==> src/rtl/fmpf_pkg.sv <==
package fmpf_pkg;

	localparam int RULE_SLOTS_DEF = 16;

	localparam logic [1:0] CMD_CHECK  = 2'd0;
	localparam logic [1:0] CMD_ADD    = 2'd1;
	localparam logic [1:0] CMD_REMOVE = 2'd2;

	localparam logic [1:0] ST_OK     = 2'd0;
	localparam logic [1:0] ST_FULL   = 2'd1;
	localparam logic [1:0] ST_BAD_ID = 2'd2;

	localparam logic [1:0] CFG_ENABLE     = 2'd0;
	localparam logic [1:0] CFG_DFLT_IN    = 2'd1;
	localparam logic [1:0] CFG_DFLT_OUT   = 2'd2;

	typedef struct packed {
		logic load;
		logic commit;
	} fmpf_cmd_t;

endpackage

==> src/rtl/fmpf_ctrl.sv <==
module fmpf_ctrl (
	input  logic              clk,
	input  logic              arst_n,
	input  logic              in_valid,
	output logic              in_stall,
	output logic              out_valid,
	input  logic              out_stall,
	output fmpf_pkg::fmpf_cmd_t dp_cmd
);
	import fmpf_pkg::*;

	localparam logic S_IDLE = 1'b0;
	localparam logic S_RES  = 1'b1;

	logic state_q;
	logic out_valid_q;
	logic accept;
	logic fire;

	always_comb begin
		accept = in_valid && (state_q == S_IDLE);
		fire   = (state_q == S_RES) && (!out_valid_q || !out_stall);
	end

	always_ff @(posedge clk or negedge arst_n) begin
		if (!arst_n) begin
			state_q     <= S_IDLE;
			out_valid_q <= 1'b0;
		end else begin
			case (state_q)
				S_IDLE: begin
					if (accept)
						state_q <= S_RES;
				end
				S_RES: begin
					if (fire)
						state_q <= S_IDLE;
				end
				default: state_q <= S_IDLE;
			endcase
			if (fire)
				out_valid_q <= 1'b1;
			else if (!out_stall)
				out_valid_q <= 1'b0;
		end
	end

	assign in_stall      = (state_q != S_IDLE);
	assign out_valid     = out_valid_q;
	assign dp_cmd.load   = accept;
	assign dp_cmd.commit = fire;

endmodule

==> src/rtl/fmpf_dp.sv <==
module fmpf_dp #(
	parameter int NSLOT = fmpf_pkg::RULE_SLOTS_DEF
) (
	input  logic                clk,
	input  logic                arst_n,
	input  fmpf_pkg::fmpf_cmd_t dp_cmd,
	input  logic                cfg_we,
	input  logic [1:0]          cfg_index,
	input  logic                cfg_data,
	input  logic [1:0]          cmd,
	input  logic                dir,
	input  logic                verdict_allow,
	input  logic [7:0]          proto,
	input  logic [31:0]         src_addr,
	input  logic [31:0]         src_addr_mask,
	input  logic [31:0]         dst_addr,
	input  logic [31:0]         dst_addr_mask,
	input  logic [15:0]         src_port_num,
	input  logic [15:0]         dst_port_num,
	input  logic [7:0]          rule_id,
	output logic                allow,
	output logic [1:0]          status,
	output logic [3:0]          slot,
	output logic [31:0]         drops_in,
	output logic [31:0]         drops_out
);
	import fmpf_pkg::*;

	localparam int IW = (NSLOT > 1) ? $clog2(NSLOT) : 1;

	// configuration
	logic en_q, dflt_in_q, dflt_out_q;

	// item under resolution
	logic [1:0]  cmd_q;
	logic        dir_q;
	logic        act_q;
	logic [7:0]  proto_q;
	logic [31:0] sa_q, sm_q, da_q, dm_q;
	logic [15:0] sp_q, dp_q;
	logic [7:0]  id_q;
	logic [NSLOT-1:0] hit_q;

	// rule table
	logic [NSLOT-1:0] valid_q;
	logic [NSLOT-1:0] rdir_q;
	logic [NSLOT-1:0] rallow_q;
	logic [7:0]  rproto_q [NSLOT];
	logic [31:0] rsa_q [NSLOT];
	logic [31:0] rsm_q [NSLOT];
	logic [31:0] rda_q [NSLOT];
	logic [31:0] rdm_q [NSLOT];
	logic [15:0] rsp_q [NSLOT];
	logic [15:0] rdp_q [NSLOT];

	logic [NSLOT-1:0] lane_hit;
	logic [NSLOT-1:0] hit_oh;
	logic [NSLOT-1:0] free_oh;
	logic [NSLOT-1:0] rem_sel;
	logic [IW-1:0]    free_idx;
	logic             full;
	logic             id_ok;
	logic             verdict;
	logic [1:0]       status_d;
	logic [3:0]       slot_d;
	logic             do_add, do_rem, do_drop;

	logic [31:0] drops_in_q, drops_out_q;
	logic        allow_q;
	logic [1:0]  status_q;
	logic [3:0]  slot_q;

	genvar g;
	generate
		for (g = 0; g < NSLOT; g++) begin : g_lane
			assign lane_hit[g] = valid_q[g] && (rdir_q[g] == dir)
				&& ((rproto_q[g] == 8'd0) || (rproto_q[g] == proto))
				&& (((src_addr ^ rsa_q[g]) & rsm_q[g]) == 32'd0)
				&& (((dst_addr ^ rda_q[g]) & rdm_q[g]) == 32'd0)
				&& ((rsp_q[g] == 16'd0) || (rsp_q[g] == src_port_num))
				&& ((rdp_q[g] == 16'd0) || (rdp_q[g] == dst_port_num));
			assign rem_sel[g] = ({1'b0, id_q} == 9'(g));

			always_ff @(posedge clk) begin
				if (do_add && free_oh[g]) begin
					rdir_q[g]   <= dir_q;
					rallow_q[g] <= act_q;
					rproto_q[g] <= proto_q;
					rsa_q[g]    <= sa_q;
					rsm_q[g]    <= sm_q;
					rda_q[g]    <= da_q;
					rdm_q[g]    <= dm_q;
					rsp_q[g]    <= sp_q;
					rdp_q[g]    <= dp_q;
				end
			end

			always_ff @(posedge clk or negedge arst_n) begin
				if (!arst_n)
					valid_q[g] <= 1'b0;
				else if (do_add && free_oh[g])
					valid_q[g] <= 1'b1;
				else if (do_rem && rem_sel[g])
					valid_q[g] <= 1'b0;
			end
		end
	endgenerate

	always_ff @(posedge clk) begin
		if (dp_cmd.load) begin
			cmd_q   <= cmd;
			dir_q   <= dir;
			act_q   <= verdict_allow;
			proto_q <= proto;
			sa_q    <= src_addr;
			sm_q    <= src_addr_mask;
			da_q    <= dst_addr;
			dm_q    <= dst_addr_mask;
			sp_q    <= src_port_num;
			dp_q    <= dst_port_num;
			id_q    <= rule_id;
			hit_q   <= lane_hit;
		end
	end

	always_comb begin
		hit_oh  = hit_q & (~hit_q + NSLOT'(1));
		free_oh = ~valid_q & (valid_q + NSLOT'(1));
		full    = &valid_q;
		free_idx = '0;
		for (int k = 0; k < NSLOT; k++)
			if (free_oh[k])
				free_idx = free_idx | IW'(k);
		id_ok = |(valid_q & rem_sel);

		if (!en_q)
			verdict = 1'b1;
		else if (|hit_q)
			verdict = |(hit_oh & rallow_q);
		else
			verdict = dir_q ? dflt_out_q : dflt_in_q;

		status_d = ST_OK;
		slot_d   = 4'd0;
		case (cmd_q)
			CMD_ADD: begin
				if (full)
					status_d = ST_FULL;
				else
					slot_d = 4'(free_idx);
			end
			CMD_REMOVE: begin
				if (!id_ok)
					status_d = ST_BAD_ID;
			end
			default: status_d = ST_OK;
		endcase

		do_add  = dp_cmd.commit && (cmd_q == CMD_ADD) && !full;
		do_rem  = dp_cmd.commit && (cmd_q == CMD_REMOVE);
		do_drop = dp_cmd.commit && (cmd_q == CMD_CHECK) && !verdict;
	end

	always_ff @(posedge clk) begin
		if (dp_cmd.commit) begin
			allow_q  <= (cmd_q == CMD_CHECK) && verdict;
			status_q <= status_d;
			slot_q   <= slot_d;
		end
	end

	always_ff @(posedge clk or negedge arst_n) begin
		if (!arst_n) begin
			en_q        <= 1'b0;
			dflt_in_q   <= 1'b1;
			dflt_out_q  <= 1'b1;
			drops_in_q  <= 32'd0;
			drops_out_q <= 32'd0;
		end else begin
			if (cfg_we) begin
				case (cfg_index)
					CFG_ENABLE:   en_q       <= cfg_data;
					CFG_DFLT_IN:  dflt_in_q  <= cfg_data;
					CFG_DFLT_OUT: dflt_out_q <= cfg_data;
					default: ;
				endcase
			end
			if (do_drop) begin
				if (dir_q)
					drops_out_q <= drops_out_q + 32'd1;
				else
					drops_in_q <= drops_in_q + 32'd1;
			end
		end
	end

	assign allow     = allow_q;
	assign status    = status_q;
	assign slot      = slot_q;
	assign drops_in  = drops_in_q;
	assign drops_out = drops_out_q;

endmodule

==> src/rtl/first_match_packet_filter_core.sv <==
// First-match five-tuple packet filter.
// Input channel (in_valid/in_stall) carries one command per transaction:
// check a packet header, add a rule, or remove a rule by id.
// Output channel (out_valid/out_stall) returns one result per transaction:
// verdict, status, slot taken by an add, and both drop counters.
// Every rule slot has its own compare lane, evaluated as the transaction is
// accepted; the resolve step then priority-encodes the hits, updates the
// table and counters and loads the output register, which raises out_valid.
// The block takes no new transaction while one is in the resolve step, as
// set by the accept / resolve sequence of the controller.
// A new transaction is accepted while a result waits in the output register;
// it is held in the resolve step until that result is taken.
// cfg_we writes one configuration bit (enable, inbound default, outbound
// default) per cycle; write only while the block is idle.
// Reset clears all rule valid bits and both drop counters, disables
// filtering and sets both defaults to allow. No clearing pass is needed.
module first_match_packet_filter_core #(
	parameter int RULE_SLOTS = fmpf_pkg::RULE_SLOTS_DEF
) (
	input  logic        clk,
	input  logic        arst_n,
	input  logic        cfg_we,
	input  logic [1:0]  cfg_index,
	input  logic        cfg_data,
	input  logic        in_valid,
	output logic        in_stall,
	input  logic [1:0]  cmd,
	input  logic        dir,
	input  logic        verdict_allow,
	input  logic [7:0]  proto,
	input  logic [31:0] src_addr,
	input  logic [31:0] src_addr_mask,
	input  logic [31:0] dst_addr,
	input  logic [31:0] dst_addr_mask,
	input  logic [15:0] src_port_num,
	input  logic [15:0] dst_port_num,
	input  logic [7:0]  rule_id,
	output logic        out_valid,
	input  logic        out_stall,
	output logic        allow,
	output logic [1:0]  status,
	output logic [3:0]  slot,
	output logic [31:0] drops_in,
	output logic [31:0] drops_out
);
	import fmpf_pkg::*;

	fmpf_cmd_t dp_cmd;

	fmpf_ctrl u_ctrl (
		.clk       (clk),
		.arst_n    (arst_n),
		.in_valid  (in_valid),
		.in_stall  (in_stall),
		.out_valid (out_valid),
		.out_stall (out_stall),
		.dp_cmd    (dp_cmd)
	);

	fmpf_dp #(
		.NSLOT (RULE_SLOTS)
	) u_dp (
		.clk           (clk),
		.arst_n        (arst_n),
		.dp_cmd        (dp_cmd),
		.cfg_we        (cfg_we),
		.cfg_index     (cfg_index),
		.cfg_data      (cfg_data),
		.cmd           (cmd),
		.dir           (dir),
		.verdict_allow (verdict_allow),
		.proto         (proto),
		.src_addr      (src_addr),
		.src_addr_mask (src_addr_mask),
		.dst_addr      (dst_addr),
		.dst_addr_mask (dst_addr_mask),
		.src_port_num  (src_port_num),
		.dst_port_num  (dst_port_num),
		.rule_id       (rule_id),
		.allow         (allow),
		.status        (status),
		.slot          (slot),
		.drops_in      (drops_in),
		.drops_out     (drops_out)
	);

`ifndef ASSERT_OFF
	a_accept_then_busy: assert property (@(posedge clk) disable iff (!arst_n)
		in_valid && !in_stall |=> in_stall)
		else $error("accepted transaction did not enter resolve");

	a_status_code: assert property (@(posedge clk) disable iff (!arst_n)
		out_valid |-> (status == ST_OK || status == ST_FULL || status == ST_BAD_ID))
		else $error("undefined status code");

	a_allow_clean: assert property (@(posedge clk) disable iff (!arst_n)
		out_valid && allow |-> status == ST_OK && slot == 4'd0)
		else $error("allow verdict with non-check result fields");

	a_drops_stable: assert property (@(posedge clk) disable iff (!arst_n)
		!in_stall |=> $stable(drops_in) && $stable(drops_out))
		else $error("drop counter moved outside resolve");
`endif

endmodule

==> config.mk <==
export PLATFORM = sky130hd
export DESIGN_NAME = first_match_packet_filter_core
export DESIGN_NICKNAME = d
export VERILOG_FILES = /design/src/rtl/fmpf_pkg.sv /design/src/rtl/fmpf_ctrl.sv /design/src/rtl/fmpf_dp.sv /design/src/rtl/first_match_packet_filter_core.sv
export SDC_FILE = /design/constraint.sdc
export NUM_CORES = 2
export LEC_CHECK = 0
export ABC_AREA = 0
export ABC_CLOCK_PERIOD_IN_PS = 20300
export BUFFER_PORTS_ARGS = -buffer_cell sky130_fd_sc_hd__buf_2
export CAP_MARGIN = 15
export CORE_ASPECT_RATIO = 1.75
export CORE_MARGIN = 2
export CORE_UTILIZATION = 29
export DETAILED_ROUTE_END_ITERATION = 8
export PLACE_DENSITY_LB_ADDON = 0.25
export SLEW_MARGIN = 0
export SYNTH_ARGS = -nofsm -noshare
export SYNTH_HDL_FRONTEND = slang
export SYNTH_SLANG_ARGS = --single-unit
==> constraint.sdc <==
create_clock -name clk -period 20.3 [get_ports clk]
set_clock_uncertainty 0.2 [all_clocks]
set_input_delay 5.075 -clock clk [delete_from_list [all_inputs] [get_ports clk]]
set_output_delay 5.075 -clock clk [all_outputs]
set_load 0.02 [all_outputs]
==> results.rst <==
.. list-table::
   :header-rows: 1

   * - Metric
     - Value
   * - Post-synthesis register bit count
     - around 3.0k
   * - Total stage count of the critical path
     - 8
   * - Syn_nets
     - 6582
   * - Antenna Nets Post-Route
     - 0
   * - Launch point of the worst path
     - out_stall
   * - MaxCap Viol Count
     - 0
   * - Relative slew slack
     - -2.30%
   * - Met3 wirelength from detailed routing
     - between 20000 and 30000 um
   * - CTS tree
     - built
   * - H-tree depth
     - 5
   * - Worst R2R Path Depth
     - 8
   * - Post-CTS Hold Fix Bufs
     - 0
   * - Final-report setup violation count
     - 0
   * - DIE HEIGHT
     - 840 um
   * - Synth Area per Inst
     - 18.1 um^2
   * - First-pass GRT wire length
     - 592000 um
   * - Worst path bufs/invs
     - 4
   * - Total of cells resized after clock tree synthesis
     - 0
   * - R2R Path Start
     - u_dp.valid_q[0]
   * - Element type at the critical path end
     - flop
   * - Status
     - finished with violations
   * - Post-synth top area share
     - 75.9%
   * - Net switching fraction of the power
     - 24.1%
   * - Sum of negative setup slack
     - 0 ps
   * - Placement-stage worst setup slack
     - 10940 ps
   * - Net total in the final layout
     - slightly above 7k
   * - Number of slew-limit violations in the final report
     - 1
   * - Length of the first detailed-routing pass in iterations
     - 5
   * - Clock-pin slew reported for the worst setup and hold paths after clock tree synthesis
     - 60 ps
   * - CP most frequent cell
     - sky130_fd_sc_hd__buf_4
   * - Count of buffers inserted at the top-level ports
     - 260
   * - Clock buffer count from CTS
     - 294
   * - Vias after detailed routing
     - 64.4k
   * - Switching component of the power
     - 3.23 mW
   * - Max VDD drop
     - 0.0768 mV
   * - Post-DP HPWL
     - 294000 um
   * - Synth unique cells
     - 54
   * - Post-CTS Setup Bufs
     - 0
   * - Total gr overflow
     - 0
   * - Routed wire length on met2
     - 235000 um
   * - Worst-Margin Slew
     - ~1500 ps
   * - Count of endpoints failing hold in the final timing report
     - 0
   * - Total of warnings raised by yosys
     - 0
   * - Top FF cell, synth
     - sky130_fd_sc_hd__edfxtp_1
   * - Highest routing layer actually used
     - met5
   * - Number of antenna violations at the first check in global routing
     - 106
   * - Starting density of the core
     - between 20% and 30%
   * - Initial DRC count
     - between 7k and 8k
   * - Combinational Power Share
     - 6.4%
   * - Number of top-level pins
     - 261
   * - Dominant delay contributor by cell family on the critical path
     - buffers and inverters
   * - Total Wirelength
     - 457000 um
   * - Count of flip-flops with a built-in enable after synthesis
     - 2923
   * - Highest fanout seen on the critical path
     - 69
   * - Max Freq
     - 118 MHz
   * - Violations in the final reports
     - max-slew violations
   * - Delay of the slowest cell on the worst path
     - 990 ps
   * - Gr usage total
     - 22.1%
   * - Sequential fraction of the synthesis area
     - 77.7%
   * - Pin count of the biggest net entering global routing
     - 160
   * - Ratio of cells with drive above 1 in the final layout
     - between 10% and 20%
   * - Shortest period the worst path allows
     - 8470 ps
   * - Portion of the clock cycle consumed by the worst path in the final layout
     - about two fifths
   * - Library cell used as clock root buffer
     - sky130_fd_sc_hd__clkbuf_16
   * - Share of synthesized flip-flops with an asynchronous set or reset
     - 2.83%
   * - Power per cell area
     - ~100 nW/um^2
   * - Via-to-Cell Ratio
     - between 5 and 6
   * - Clock Sink Count
     - between 3k and 4k
   * - Cell count of the worst hold path
     - 0
   * - Register share of total power
     - a little over half
   * - CP startpoint kind
     - input pin
   * - Average wire per standard cell
     - 36.6 um
   * - Cell-internal power
     - between 10 and 15 mW
   * - Post-synth top area cell
     - sky130_fd_sc_hd__edfxtp_1
   * - Wire length on met1
     - 161000 um
   * - Rows
     - ~310
   * - Power share of the clock group
     - between 40% and 50%
   * - RSZ-0062 raised after global routing
     - false
   * - # DRC
     - 0
   * - Number of standard cells after synthesis
     - 6389
   * - Hold WC Path Type
     - reg -> reg
   * - Area of the mapped netlist
     - 116000 um^2
   * - Class of the most critical setup path
     - in -> reg
   * - Via count of the first global-routing pass
     - about 63k
   * - Critical path arrival
     - between 8000 and 9000 ps
   * - Post-route setup slack
     - about 12000 ps
   * - Static power due to leakage
     - ~44 nW
   * - Core footprint
     - 397000 um^2
   * - Cell breakdown of the critical path
     - buf_2 > nand2_1 > and3_1 > o31ai_1 > buf_4 > nor2_4 > buf_4 > buf_4
   * - Clock latency on the worst-skew pair
     - 930 ps
   * - Leading cell types by total area after synthesis
     - sky130_fd_sc_hd__edfxtp_1 76%, sky130_fd_sc_hd__xor2_1 13%, sky130_fd_sc_hd__nor4_1 1.9%, sky130_fd_sc_hd__dfrtp_1 1.8%, sky130_fd_sc_hd__a22oi_1 1.2%
   * - Final weighted congestion in routability-driven placement
     - 0.883
   * - Die width
     - 481 um
   * - Worst Path Required
     - 20630 ps
   * - CP max-delay cell
     - sky130_fd_sc_hd__buf_4
   * - DIE AREA
     - 404000 um^2
   * - Largest buffer count on any clock path
     - 4
   * - Min-delay src
     - u_dp.sa_q[9]
   * - Growth of design area from synthesis to finish
     - 16.2%
[logic make-up (layout without fill, tap and decap cells)]
family / count (synthesis) / count (layout) / share of synthesized area (%)
flip-flops: 3008 / 3008 / 77.7
XOR/XNOR: 1742 / 1742 / 13.2
AND/OR/NAND/NOR: 760 / 760 / 3.84
AO/OA/AOI/OAI: 612 / 612 / 4.29
buffers and inverters: 253 / 1070 / 0.840
multiplexers: 9 / 9 / 0.0952
adder cells (fa/ha/maj): 5 / 5 / 0.0541
other: 0 / 54 / 0
[registers in the layout (all words and copies together), names as in the netlist, 2 cells and up]
signal,flops
u_dp.rda_q,512
u_dp.rdm_q,512
u_dp.rsa_q,512
u_dp.rsm_q,512
u_dp.rdp_q,256
u_dp.rsp_q,256
u_dp.rproto_q,128
u_dp.da_q,32
u_dp.dm_q,32
u_dp.drops_in,32
u_dp.drops_out,32
u_dp.sa_q,32
u_dp.sm_q,32
u_dp.dp_q,16
u_dp.hit_q,16
u_dp.rallow_q,16
u_dp.rdir_q,16
u_dp.sp_q,16
u_dp.valid_q,16
u_dp.id_q,8
u_dp.proto_q,8
u_dp.slot,4
u_dp.cmd_q,2
u_dp.status,2
[stage by stage]
step	power (mW)	utilization (%)	std cells	hold WS (ps)	area (um^2)
final	13.4	33.9	12500	275	134000
after detailed placement	8.07	31.5	11900	243	125000
after global placement	8.06	31.5	11900	231	125000
after CTS	13.5	33.8	12400	258	134000
after floorplan	7.51	-	6389	281	116000
after global routing	13.7	33.8	12400	272	134000
[power groups by stage]
stage / Clock (mW) / Combinational [mW] / Sequential (mW)
floorplan: 0 / 0.296 / 7.22
global placement: 0 / 0.846 / 7.21
detailed placement: 0 / 0.853 / 7.22
CTS: 5.55 / 0.856 / 7.08
global route: 5.76 / 0.862 / 7.09
finish: 5.46 / 0.852 / 7.08
[layout by cell type, fill, tap and decap left out, drive strengths merged, types with 5 or more instances in the layout]
master and count:
dfrtp 83, diode 54, a211oi 22, nor3 47, nor2 31, clkinvlp 15
or2 5, o31ai 6, a221oi 157, inv 34, o21ai 29, a21oi 9
bufinv 21, edfxtp 2923, nand4 168, nand2b 9, a22oi 187, clkinv 106
ha 5, buf 543, a2111oi 17, a22o 155, nor2b 8, xor2 1718
nor3b 9, and3 6, mux2 6, a222oi 16, xnor2 24, nor4 345
nand3 29, nand2 82, or3 7, clkbuf 351
[synth_stat cells, drive strengths merged, types with 5 or more instances]
cell / n
or2: 5
mux2: 6
nor3: 47
a22oi: 187
nand2: 82
nand3: 29
o31ai: 6
nand4: 168
clkbuf: 171
and3: 6
xnor2: 24
a22o: 155
xor2: 1718
a222oi: 16
or3: 7
a211oi: 22
inv: 22
nor2: 31
a2111oi: 17
nor4: 345
ha: 5
nand2b: 9
nor3b: 9
buf: 60
nor2b: 8
o21ai: 29
dfrtp: 83
a21oi: 9
edfxtp: 2923
a221oi: 157
[layout make-up]
| cell class | count | area, um^2 |
|---|---|---|
| fillers | 37500 | 263000 |
| flip-flops and latches | 3008 | 89900 |
| multi-input cells | 3128 | 25000 |
| clock buffers | 351 | 7800 |
| well taps | 5236 | 6550 |
| repair buffers | 543 | 3530 |
| clock inverters | 154 | 1410 |
| diodes | 54 | 135 |
| inverters | 22 | 82.6 |
[worst register-to-register path, stage by stage (launching register included)]
cell and delay, ps:
sky130_fd_sc_hd__dfrtp_1 690, sky130_fd_sc_hd__nand4_1 220, sky130_fd_sc_hd__nor2b_1 220, sky130_fd_sc_hd__nand3_1 220, sky130_fd_sc_hd__or3b_2 630, sky130_fd_sc_hd__nor3b_2 190
sky130_fd_sc_hd__buf_4 420, sky130_fd_sc_hd__buf_4 710, sky130_fd_sc_hd__buf_4 1050
[path summary, 6_finish.rpt]
check / slack (ps) / to
worst max-delay path: 11830 / u_dp.rda_q[0][24]
worst min-delay path: 270 / u_dp.rsa_q[15][9]
worst max register to register: 15220 / u_dp.rdm_q[1][34]
worst min register to register: 270 / u_dp.rsa_q[15][9]
max in group asynchronous: 14710 / u_dp.drops_out[14]
min in group asynchronous: 3960 / u_dp.en_q
[layer usage]
metal / track usage, % / up-vias
li1: - / 26100
met1: 24.3 / 34400
met2: 39.3 / 3003
met3: 3.16 / 860
met4: 14.4 / 52
met5: 0 / -
Power figures use the tool's default switching activity.
